$ cat config.mk
export PLATFORM = sky130hd
export DESIGN_NAME = ordered_list_engine_unit
export DESIGN_NICKNAME = d
export VERILOG_FILES = /design/src/rtl/ole_pkg.sv /design/src/rtl/ole_node_pool.sv /design/src/rtl/ordered_list_engine_unit.sv
export SDC_FILE = /design/constraint.sdc
export NUM_CORES = 2
export LEC_CHECK = 0
export ABC_AREA = 0
export BUFFER_PORTS_ARGS = -buffer_cell sky130_fd_sc_hd__buf_2
export CAP_MARGIN = 20
export CELL_PAD_IN_SITES_DETAIL_PLACEMENT = 2
export CELL_PAD_IN_SITES_GLOBAL_PLACEMENT = 2
export CORE_MARGIN = 10
export CORE_UTILIZATION = 37
export DETAILED_ROUTE_END_ITERATION = 10
export PLACE_DENSITY = 0.64
export SYNTH_ARGS = -nofsm -noshare
export SYNTH_HDL_FRONTEND = slang
export SYNTH_HIERARCHICAL = 1
export SYNTH_SLANG_ARGS = --single-unit
export TNS_END_PERCENT = 20
$ cat constraint.sdc
create_clock -name clk -period 8.4 [get_ports clk]
set_input_delay 1.68 -clock clk [delete_from_list [all_inputs] [get_ports clk]]
set_output_delay 1.68 -clock clk [all_outputs]
set_load 0.01 [all_outputs]
$ cat src/rtl/ole_pkg.sv
// Shared opcodes, status codes, defaults and port types of the ordered list engine.
package ole_pkg;

  localparam int DEF_CAPACITY     = 64;
  localparam int DEF_KEY_BITS     = 16;
  localparam int DEF_PAYLOAD_BITS = 8;

  localparam int OPC_BITS    = 4;
  localparam int POS_BITS    = 6;
  localparam int STATUS_BITS = 3;
  localparam int ECOUNT_BITS = 7;

  localparam logic [OPC_BITS-1:0] OP_PUSH_FRONT = 4'd0;
  localparam logic [OPC_BITS-1:0] OP_PUSH_BACK  = 4'd1;
  localparam logic [OPC_BITS-1:0] OP_POP_FRONT  = 4'd2;
  localparam logic [OPC_BITS-1:0] OP_POP_BACK   = 4'd3;
  localparam logic [OPC_BITS-1:0] OP_READ       = 4'd4;
  localparam logic [OPC_BITS-1:0] OP_WRITE      = 4'd5;
  localparam logic [OPC_BITS-1:0] OP_REMOVE     = 4'd6;
  localparam logic [OPC_BITS-1:0] OP_SORTED     = 4'd7;
  localparam logic [OPC_BITS-1:0] OP_CLEAR      = 4'd8;

  localparam logic [STATUS_BITS-1:0] ST_OK    = 3'd0;
  localparam logic [STATUS_BITS-1:0] ST_EMPTY = 3'd1;
  localparam logic [STATUS_BITS-1:0] ST_RANGE = 3'd2;
  localparam logic [STATUS_BITS-1:0] ST_FULL  = 3'd3;
  localparam logic [STATUS_BITS-1:0] ST_NOKEY = 3'd4;

  // write enables of the node pool
  typedef struct packed {
    logic kp;   // key and payload
    logic nx;   // next link
    logic pv;   // previous link
  } pool_we_t;

endpackage

$ cat src/rtl/ole_node_pool.sv
// Node pool: key, payload and link memories with a registered read port.
module ole_node_pool #(
  parameter int CAPACITY     = ole_pkg::DEF_CAPACITY,
  parameter int KEY_BITS     = ole_pkg::DEF_KEY_BITS,
  parameter int PAYLOAD_BITS = ole_pkg::DEF_PAYLOAD_BITS,
  parameter int PTR_W        = $clog2(CAPACITY),
  parameter int CNT_W        = $clog2(CAPACITY + 1)
) (
  input  logic                    clk,
  input  logic [PTR_W-1:0]        rd_addr,
  input  logic [CNT_W-1:0]        fill,       // nodes at or above never had a next written
  input  ole_pkg::pool_we_t       we,
  input  logic [PTR_W-1:0]        kp_addr,
  input  logic [KEY_BITS-1:0]     kp_key,
  input  logic [PAYLOAD_BITS-1:0] kp_pay,
  input  logic [PTR_W-1:0]        nx_addr,
  input  logic [PTR_W-1:0]        nx_data,
  input  logic [PTR_W-1:0]        pv_addr,
  input  logic [PTR_W-1:0]        pv_data,
  output logic [KEY_BITS-1:0]     key_q,
  output logic [PAYLOAD_BITS-1:0] pay_q,
  output logic [PTR_W-1:0]        prev_q,
  output logic [PTR_W-1:0]        next_eff
);
  import ole_pkg::*;

  localparam logic [PTR_W-1:0] LAST = PTR_W'(CAPACITY - 1);

  logic [KEY_BITS-1:0]     key_mem [CAPACITY];
  logic [PAYLOAD_BITS-1:0] pay_mem [CAPACITY];
  logic [PTR_W-1:0]        next_mem[CAPACITY];
  logic [PTR_W-1:0]        prev_mem[CAPACITY];

  logic [PTR_W-1:0] next_q;
  logic [PTR_W-1:0] q_addr;
  logic             fresh_q;

  always_ff @(posedge clk) begin
    if (we.kp) begin
      key_mem[kp_addr] <= kp_key;
      pay_mem[kp_addr] <= kp_pay;
    end
    if (we.nx) begin
      next_mem[nx_addr] <= nx_data;
    end
    if (we.pv) begin
      prev_mem[pv_addr] <= pv_data;
    end
  end

  always_ff @(posedge clk) begin
    key_q   <= key_mem[rd_addr];
    pay_q   <= pay_mem[rd_addr];
    next_q  <= next_mem[rd_addr];
    prev_q  <= prev_mem[rd_addr];
    q_addr  <= rd_addr;
    fresh_q <= (CNT_W'(rd_addr) >= fill);
  end

  // untouched nodes (at or above fill) read as the reset chain i -> i+1
  assign next_eff = fresh_q ? ((q_addr == LAST) ? '0 : q_addr + 1'b1) : next_q;

endmodule

$ cat src/rtl/ordered_list_engine_unit.sv
// Top level of the ordered list engine: request sequencer around the node pool.
//
// Use: a bounded doubly linked list of (key, payload) entries. One request
// beat enters on s_t*; exactly one result beat leaves on m_t* for it.
// Request tdata: opcode, position, key_in, payload_in. Result tdata:
// status, key_out, payload_out, entry_count.
// Order of work: failed requests, clear and unused opcodes go from dispatch
// straight to the result; push, and sorted insert into an empty list, take
// a free node; pops unlink and free the node; read and write walk to the
// position; remove and sorted insert follow one link per cycle, at most the
// whole list, over the next-link memory, one registered read per node.
// One request is worked at a time; s_tready is high only when the sequencer
// is idle, but a new beat is taken while the previous result still waits.
// A stalled receiver holds m_tvalid and m_tdata; a finished request then
// waits until the result register frees.
// Reset (rst, synchronous) empties the list and rechains the free pool at
// once through a fill mark; no clearing pass is run.
module ordered_list_engine_unit #(
  parameter int CAPACITY     = ole_pkg::DEF_CAPACITY,
  parameter int KEY_BITS     = ole_pkg::DEF_KEY_BITS,
  parameter int PAYLOAD_BITS = ole_pkg::DEF_PAYLOAD_BITS
) (
  input  logic clk,
  input  logic rst,
  input  logic s_tvalid,
  output logic s_tready,
  // opcode[3:0], position[9:4], key_in, payload_in, zero fill
  input  logic [((10 + KEY_BITS + PAYLOAD_BITS + 7) / 8) * 8 - 1:0] s_tdata,
  output logic m_tvalid,
  input  logic m_tready,
  // status[2:0], key_out, payload_out, entry_count (7 bits), zero fill
  output logic [((10 + KEY_BITS + PAYLOAD_BITS + 7) / 8) * 8 - 1:0] m_tdata
);
  import ole_pkg::*;

  localparam int PTR_W = $clog2(CAPACITY);
  localparam int CNT_W = $clog2(CAPACITY + 1);
  localparam int CMP_W = (CNT_W > POS_BITS) ? CNT_W : POS_BITS;
  localparam int TD_W  = ((10 + KEY_BITS + PAYLOAD_BITS + 7) / 8) * 8;
  localparam logic [CNT_W-1:0] FULL_CNT = CNT_W'(CAPACITY);

  localparam logic [3:0] S_IDLE   = 4'd0;
  localparam logic [3:0] S_DISP   = 4'd1;
  localparam logic [3:0] S_WALK   = 4'd2;
  localparam logic [3:0] S_SEARCH = 4'd3;
  localparam logic [3:0] S_SCAN   = 4'd4;
  localparam logic [3:0] S_TAKE   = 4'd5;
  localparam logic [3:0] S_INS2   = 4'd6;
  localparam logic [3:0] S_UNL1   = 4'd7;
  localparam logic [3:0] S_UNL2   = 4'd8;
  localparam logic [3:0] S_DONE   = 4'd9;

  localparam logic [1:0] M_FRONT = 2'd0;
  localparam logic [1:0] M_BACK  = 2'd1;
  localparam logic [1:0] M_MID   = 2'd2;

  logic [3:0]              state;
  logic [OPC_BITS-1:0]     op;
  logic [POS_BITS-1:0]     pos;
  logic [KEY_BITS-1:0]     key;
  logic [PAYLOAD_BITS-1:0] pay;
  logic [1:0]              mode;

  logic [PTR_W-1:0] front, back, free_ptr, cur, prv, newn;
  logic [CNT_W-1:0] count, fill, idx;

  logic [STATUS_BITS-1:0]  res_status;
  logic [KEY_BITS-1:0]     res_key;
  logic [PAYLOAD_BITS-1:0] res_pay;

  // pool ports
  logic [PTR_W-1:0]        rd_addr, kp_addr, nx_addr, nx_data, pv_addr, pv_data;
  pool_we_t                we;
  logic [KEY_BITS-1:0]     key_q;
  logic [PAYLOAD_BITS-1:0] pay_q;
  logic [PTR_W-1:0]        prev_q, next_eff;

  logic at_pos, is_last, full, key_hit, key_less;

  assign s_tready = (state == S_IDLE);
  assign at_pos   = (CMP_W'(idx) == CMP_W'(pos));
  assign is_last  = ((idx + 1'b1) == count);
  assign full     = (count == FULL_CNT);
  assign key_hit  = (key_q == key);
  assign key_less = (key < key_q);

  ole_node_pool #(
    .CAPACITY    (CAPACITY),
    .KEY_BITS    (KEY_BITS),
    .PAYLOAD_BITS(PAYLOAD_BITS),
    .PTR_W       (PTR_W),
    .CNT_W       (CNT_W)
  ) u_pool (
    .clk     (clk),
    .rd_addr (rd_addr),
    .fill    (fill),
    .we      (we),
    .kp_addr (kp_addr),
    .kp_key  (key),
    .kp_pay  (pay),
    .nx_addr (nx_addr),
    .nx_data (nx_data),
    .pv_addr (pv_addr),
    .pv_data (pv_data),
    .key_q   (key_q),
    .pay_q   (pay_q),
    .prev_q  (prev_q),
    .next_eff(next_eff)
  );

  // Pool addressing: the read address chosen here is the node whose data
  // shows on the pool outputs in the following cycle.
  always_comb begin
    rd_addr = cur;
    we      = '0;
    kp_addr = cur;
    nx_addr = '0;
    nx_data = '0;
    pv_addr = '0;
    pv_data = '0;
    unique case (state)
      S_DISP: begin
        if (op == OP_POP_BACK) begin
          rd_addr = back;
        end else if (op == OP_PUSH_FRONT || op == OP_PUSH_BACK ||
                     (op == OP_SORTED && count == '0)) begin
          rd_addr = free_ptr;
        end else begin
          rd_addr = front;
        end
        // clear: splice the whole list onto the free list
        if (op == OP_CLEAR && count != '0) begin
          we.nx   = 1'b1;
          nx_addr = back;
          nx_data = free_ptr;
        end
      end
      S_WALK: begin
        if (at_pos) begin
          we.kp = (op == OP_WRITE);
        end else begin
          rd_addr = next_eff;
        end
      end
      S_SEARCH: begin
        rd_addr = key_hit ? cur : next_eff;
      end
      S_SCAN: begin
        rd_addr = (key_less || is_last) ? free_ptr : next_eff;
      end
      S_TAKE: begin
        we.kp   = 1'b1;
        kp_addr = free_ptr;
        unique case (mode)
          M_FRONT: begin
            if (count != '0) begin
              we.nx   = 1'b1;
              nx_addr = free_ptr;
              nx_data = front;
              we.pv   = 1'b1;
              pv_addr = front;
              pv_data = free_ptr;
            end
          end
          M_BACK: begin
            if (count != '0) begin
              we.pv   = 1'b1;
              pv_addr = free_ptr;
              pv_data = back;
              we.nx   = 1'b1;
              nx_addr = back;
              nx_data = free_ptr;
            end
          end
          default: begin
            we.nx   = 1'b1;
            nx_addr = free_ptr;
            nx_data = cur;
            we.pv   = 1'b1;
            pv_addr = free_ptr;
            pv_data = prv;
          end
        endcase
      end
      S_INS2: begin
        we.nx   = 1'b1;
        nx_addr = prv;
        nx_data = newn;
        we.pv   = 1'b1;
        pv_addr = cur;
        pv_data = newn;
      end
      S_UNL1: begin
        // middle node: bridge its neighbours
        if (count != CNT_W'(1) && cur != front && cur != back) begin
          we.nx   = 1'b1;
          nx_addr = prev_q;
          nx_data = next_eff;
          we.pv   = 1'b1;
          pv_addr = next_eff;
          pv_data = prev_q;
        end
      end
      S_UNL2: begin
        // return the node to the head of the free list
        we.nx   = 1'b1;
        nx_addr = cur;
        nx_data = free_ptr;
      end
      default: begin
      end
    endcase
  end

  always_ff @(posedge clk) begin
    if (rst) begin
      state    <= S_IDLE;
      front    <= '0;
      back     <= '0;
      free_ptr <= '0;
      count    <= '0;
      fill     <= '0;
      m_tvalid <= 1'b0;
    end else begin
      // drop the result once taken, unless a new one replaces it now
      if (m_tvalid && m_tready && state != S_DONE) begin
        m_tvalid <= 1'b0;
      end
      unique case (state)
        S_IDLE: begin
          if (s_tvalid) begin
            op    <= s_tdata[3:0];
            pos   <= s_tdata[9:4];
            key   <= s_tdata[10 +: KEY_BITS];
            pay   <= s_tdata[10 + KEY_BITS +: PAYLOAD_BITS];
            state <= S_DISP;
          end
        end
        S_DISP: begin
          res_key <= '0;
          res_pay <= '0;
          idx     <= '0;
          cur     <= rd_addr;
          unique case (op)
            OP_PUSH_FRONT, OP_PUSH_BACK: begin
              if (full) begin
                res_status <= ST_FULL;
                state      <= S_DONE;
              end else begin
                res_status <= ST_OK;
                mode       <= (op == OP_PUSH_FRONT) ? M_FRONT : M_BACK;
                state      <= S_TAKE;
              end
            end
            OP_POP_FRONT, OP_POP_BACK: begin
              if (count == '0) begin
                res_status <= ST_EMPTY;
                state      <= S_DONE;
              end else begin
                res_status <= ST_OK;
                state      <= S_UNL1;
              end
            end
            OP_READ, OP_WRITE: begin
              if (CMP_W'(pos) >= CMP_W'(count)) begin
                res_status <= ST_RANGE;
                state      <= S_DONE;
              end else begin
                res_status <= ST_OK;
                state      <= S_WALK;
              end
            end
            OP_REMOVE: begin
              if (count == '0) begin
                res_status <= ST_NOKEY;
                state      <= S_DONE;
              end else begin
                res_status <= ST_OK;
                state      <= S_SEARCH;
              end
            end
            OP_SORTED: begin
              if (full) begin
                res_status <= ST_FULL;
                state      <= S_DONE;
              end else if (count == '0) begin
                res_status <= ST_OK;
                mode       <= M_BACK;
                state      <= S_TAKE;
              end else begin
                res_status <= ST_OK;
                state      <= S_SCAN;
              end
            end
            OP_CLEAR: begin
              if (count != '0) begin
                free_ptr <= front;
              end
              front      <= '0;
              back       <= '0;
              count      <= '0;
              res_status <= ST_OK;
              state      <= S_DONE;
            end
            default: begin
              res_status <= ST_OK;
              state      <= S_DONE;
            end
          endcase
        end
        S_WALK: begin
          if (at_pos) begin
            if (op == OP_READ) begin
              res_key <= key_q;
              res_pay <= pay_q;
            end
            state <= S_DONE;
          end else begin
            cur <= next_eff;
            idx <= idx + 1'b1;
          end
        end
        S_SEARCH: begin
          if (key_hit) begin
            state <= S_UNL1;
          end else if (is_last) begin
            res_status <= ST_NOKEY;
            state      <= S_DONE;
          end else begin
            cur <= next_eff;
            idx <= idx + 1'b1;
          end
        end
        S_SCAN: begin
          if (key_less) begin
            prv   <= prev_q;
            mode  <= (cur == front) ? M_FRONT : M_MID;
            state <= S_TAKE;
          end else if (is_last) begin
            mode  <= M_BACK;
            state <= S_TAKE;
          end else begin
            cur <= next_eff;
            idx <= idx + 1'b1;
          end
        end
        S_TAKE: begin
          free_ptr <= next_eff;
          if (CNT_W'(free_ptr) == fill) begin
            fill <= fill + 1'b1;
          end
          count <= count + 1'b1;
          state <= (mode == M_FRONT || mode == M_BACK) ? S_DONE : S_INS2;
          unique case (mode)
            M_FRONT: begin
              front <= free_ptr;
              if (count == '0) begin
                back <= free_ptr;
              end
            end
            M_BACK: begin
              back <= free_ptr;
              if (count == '0) begin
                front <= free_ptr;
              end
            end
            default: begin
              newn <= free_ptr;
            end
          endcase
        end
        S_INS2: begin
          state <= S_DONE;
        end
        S_UNL1: begin
          res_key <= key_q;
          res_pay <= pay_q;
          priority if (count == CNT_W'(1)) begin
            front <= '0;
            back  <= '0;
          end else if (cur == front) begin
            front <= next_eff;
          end else if (cur == back) begin
            back <= prev_q;
          end
          count <= count - 1'b1;
          state <= S_UNL2;
        end
        S_UNL2: begin
          free_ptr <= cur;
          state    <= S_DONE;
        end
        S_DONE: begin
          // hold the result until the output register frees
          if (!m_tvalid || m_tready) begin
            m_tvalid <= 1'b1;
            m_tdata  <= TD_W'({ECOUNT_BITS'(count), res_pay, res_key, res_status});
            state    <= S_IDLE;
          end
        end
        default: begin
          state <= S_IDLE;
        end
      endcase
    end
  end

endmodule

==> metrics.txt <==
CTS root buf clkbuf_16; I/O pin total between 80 and 90; Avg Inst Size Synth ~20 um2; CTS Buffer Depth 4; CTS Buf Count 282; Max Cap Viol 0; row count about 190; Net count, final 5163; Min Clock Period, post-route ~6800 ps; All-Layer GR Usage 0.208; final hold vios 0; # hold bufs at CTS 0; H-Tree Depth 5; number of flops mapped to enable cells by yosys 2426; Pleak 33.8 nW; gpl congestion 0.785; Slew @ Worst Pin 1270 ps; Power Total 0.0334 W; DRC 0; Clock Skews 66.8 ps; count leader, synth edfxtp_1; Critical Path End Type flip-flop; post-cts resize count 0; top post-synthesis cells by count 2426 x edfxtp_1, 576 x mux4_2, 305 x nor2_1; CTS tree built; Congestion Overflow GR 0; Reg2Reg Depth 16; Clock Latency Late Sink 880 ps; vias per cell 5.77; CP required between 9000 and 10000 ps; proportion of layout cells with a drive suffix above 1 0.260; vias in the first global route between 50000 and 60000; Yosys warning total 6; share of the synthesized area in the top cell type 0.743; Crit path arrival time approximately 7500 ps; Final Max Slew Viols 0; synthesized flop and latch total 2506; Synth cell types 84; Setup crit start kind flip-flop; 1st-pass router iterations 6; Core Area between 200000 and 300000 um2; Fillers 24100; unrepaired setup endpoints after global routing no; Cell Pwr Density a little under 300 nW/um2; Layout area overhead 15.1%; largest net degree at the start of global routing 92; die area 286000 um2; first-pass GRT wire length about 430000 um; DR iter-0 viols 5347; Hold Path Depth 0; Routed Antenna Nets 0; Die Height 535 um; Util after Layout 0.429; Final setup viols 0; DRT Wirelength ~300000 um; Initial Util 0.373; Wirelength per Cell 34.5 um; maximum VDD drop 218 uV; clk slew on worst S/H paths 60 ps; Yosys top cell by area edfxtp_1; setup bufs post-CTS 0; hold_ws between 400 and 500 ps; register area share after synthesis 0.759; Synth async-reset ratio 0; I/O Buffers 73; period utilisation layout 0.815; Synth area leaders edfxtp_1 74%, mux4_2 13%, dfxtp_1 1.6%, nor2_1 1.2%, mux2i_1 1.1%; crit path max fanout 21; WS Path Type flip-flop to flip-flop; Die W between 500 and 600 um; hpwl dp 181000 um; Max Freq 146 MHz; mapped cell area between 90000 and 100000 um2; setup TNS 0 ps; Worst slew margin 0.151; Vias 50800; Hold Crit Class flip-flop to flip-flop; main flop type after synthesis edfxtp_1; status complete, no violations; Synth Instances 4807; initial antenna violation count 11; clock tree sinks 2506
==> registers in the layout, indices dropped and copies added, names as in the netlist, 8 cells and up <==
signal,cells
u_pool/key_mem,1024
u_pool/pay_q,8
m_tdata,34
u_pool/next_mem,384
res_key,16
u_pool/prev_mem,384
pay,8
key,16
res_pay,8
u_pool/pay_mem,512
u_pool/key_q,16
==> stage by stage <==
step,cells,setup WS [ps],area [um2]
floorplan,4812,2130,98100
global route,8801,1480,113000
detailed placement,8297,1470,104000
global placement,8293,1560,104000
finish,8806,1550,113000
CTS,8781,1430,113000
==> worst paths after layout <==
kind	startpoint	end	slack, ps
worst max register to register	u_pool/key_q[12]	u_pool/key_q[2]	1550
worst min register to register	res_status[0]	m_tdata[0]	420
worst min-delay path	res_status[0]	m_tdata[0]	420
worst max-delay path	u_pool/key_q[12]	u_pool/key_q[2]	1550
==> final cells by class <==
cell class              instances  area (um2)  share of cell area
well taps                    3515        4400              0.0389
diodes                          6        15.0            0.000133
clock buffers                 365        7660              0.0678
clock inverters               119        1140              0.0101
flip-flops and latches       2506       74500               0.659
multi-input cells            1992       22800               0.202
repair buffers                266        2320              0.0206
inverters                      37         139             0.00123
==> critical path, cell delays in order (launching register included) <==
cell and delay [ps]:
dfxtp_1 520, inv_1 170, ha_1 210, a21oi_1 170
nor2_1 80, a211oi_2 970, nand3_1 420, a31oi_2 510
nand2b_1 230, nand3_4 420, nor2b_2 1060, nand2b_1 570
buf_4 330, o221ai_1 210, a21oi_1 140, nor2_1 500
a221oi_1 110
==> layer usage <==
layer  track usage  share of wire
met1         0.275           0.41
met2         0.357           0.51
met3        0.0305          0.055
met4        0.0644          0.034
met5             0              0
==> layout by cell type, fill, tap and decap left out, drive strengths merged, types with 21 or more instances in the layout <==
cell type  instances
a221oi            94
nor2b             28
nor3              57
mux2i            109
o221ai            29
nand3             42
xor2              21
inv               41
clkbuf           366
nor2             308
o22ai             50
a22oi             23
nand2            104
xnor2             23
a211oi            29
nand2b            21
mux2              39
dfxtp             80
mux4             576
a22o              43
and2              33
edfxtp          2426
a21oi            112
buf              265
o21ai             61
ha                34
clkinv            91
==> report_power, final <==
part / internal [W] / switching [W]
Sequential: 0.0139 / 0.000215
Combinational: 0.00279 / 0.00443
Clock: 0.00699 / 0.00502
Total: 0.0237 / 0.00967
==> kinds of logic after synthesis <==
logic type               synth area share
AND/OR/NAND/NOR                    0.0319
buffers and inverters              0.0150
multiplexers                        0.148
flip-flops                          0.759
XOR/XNOR                          0.00439
adder cells (fa/ha/maj)           0.00434
other                           0.0000382
AO/OA/AOI/OAI                      0.0376
Note: power is estimated with default switching activity, not from simulation.
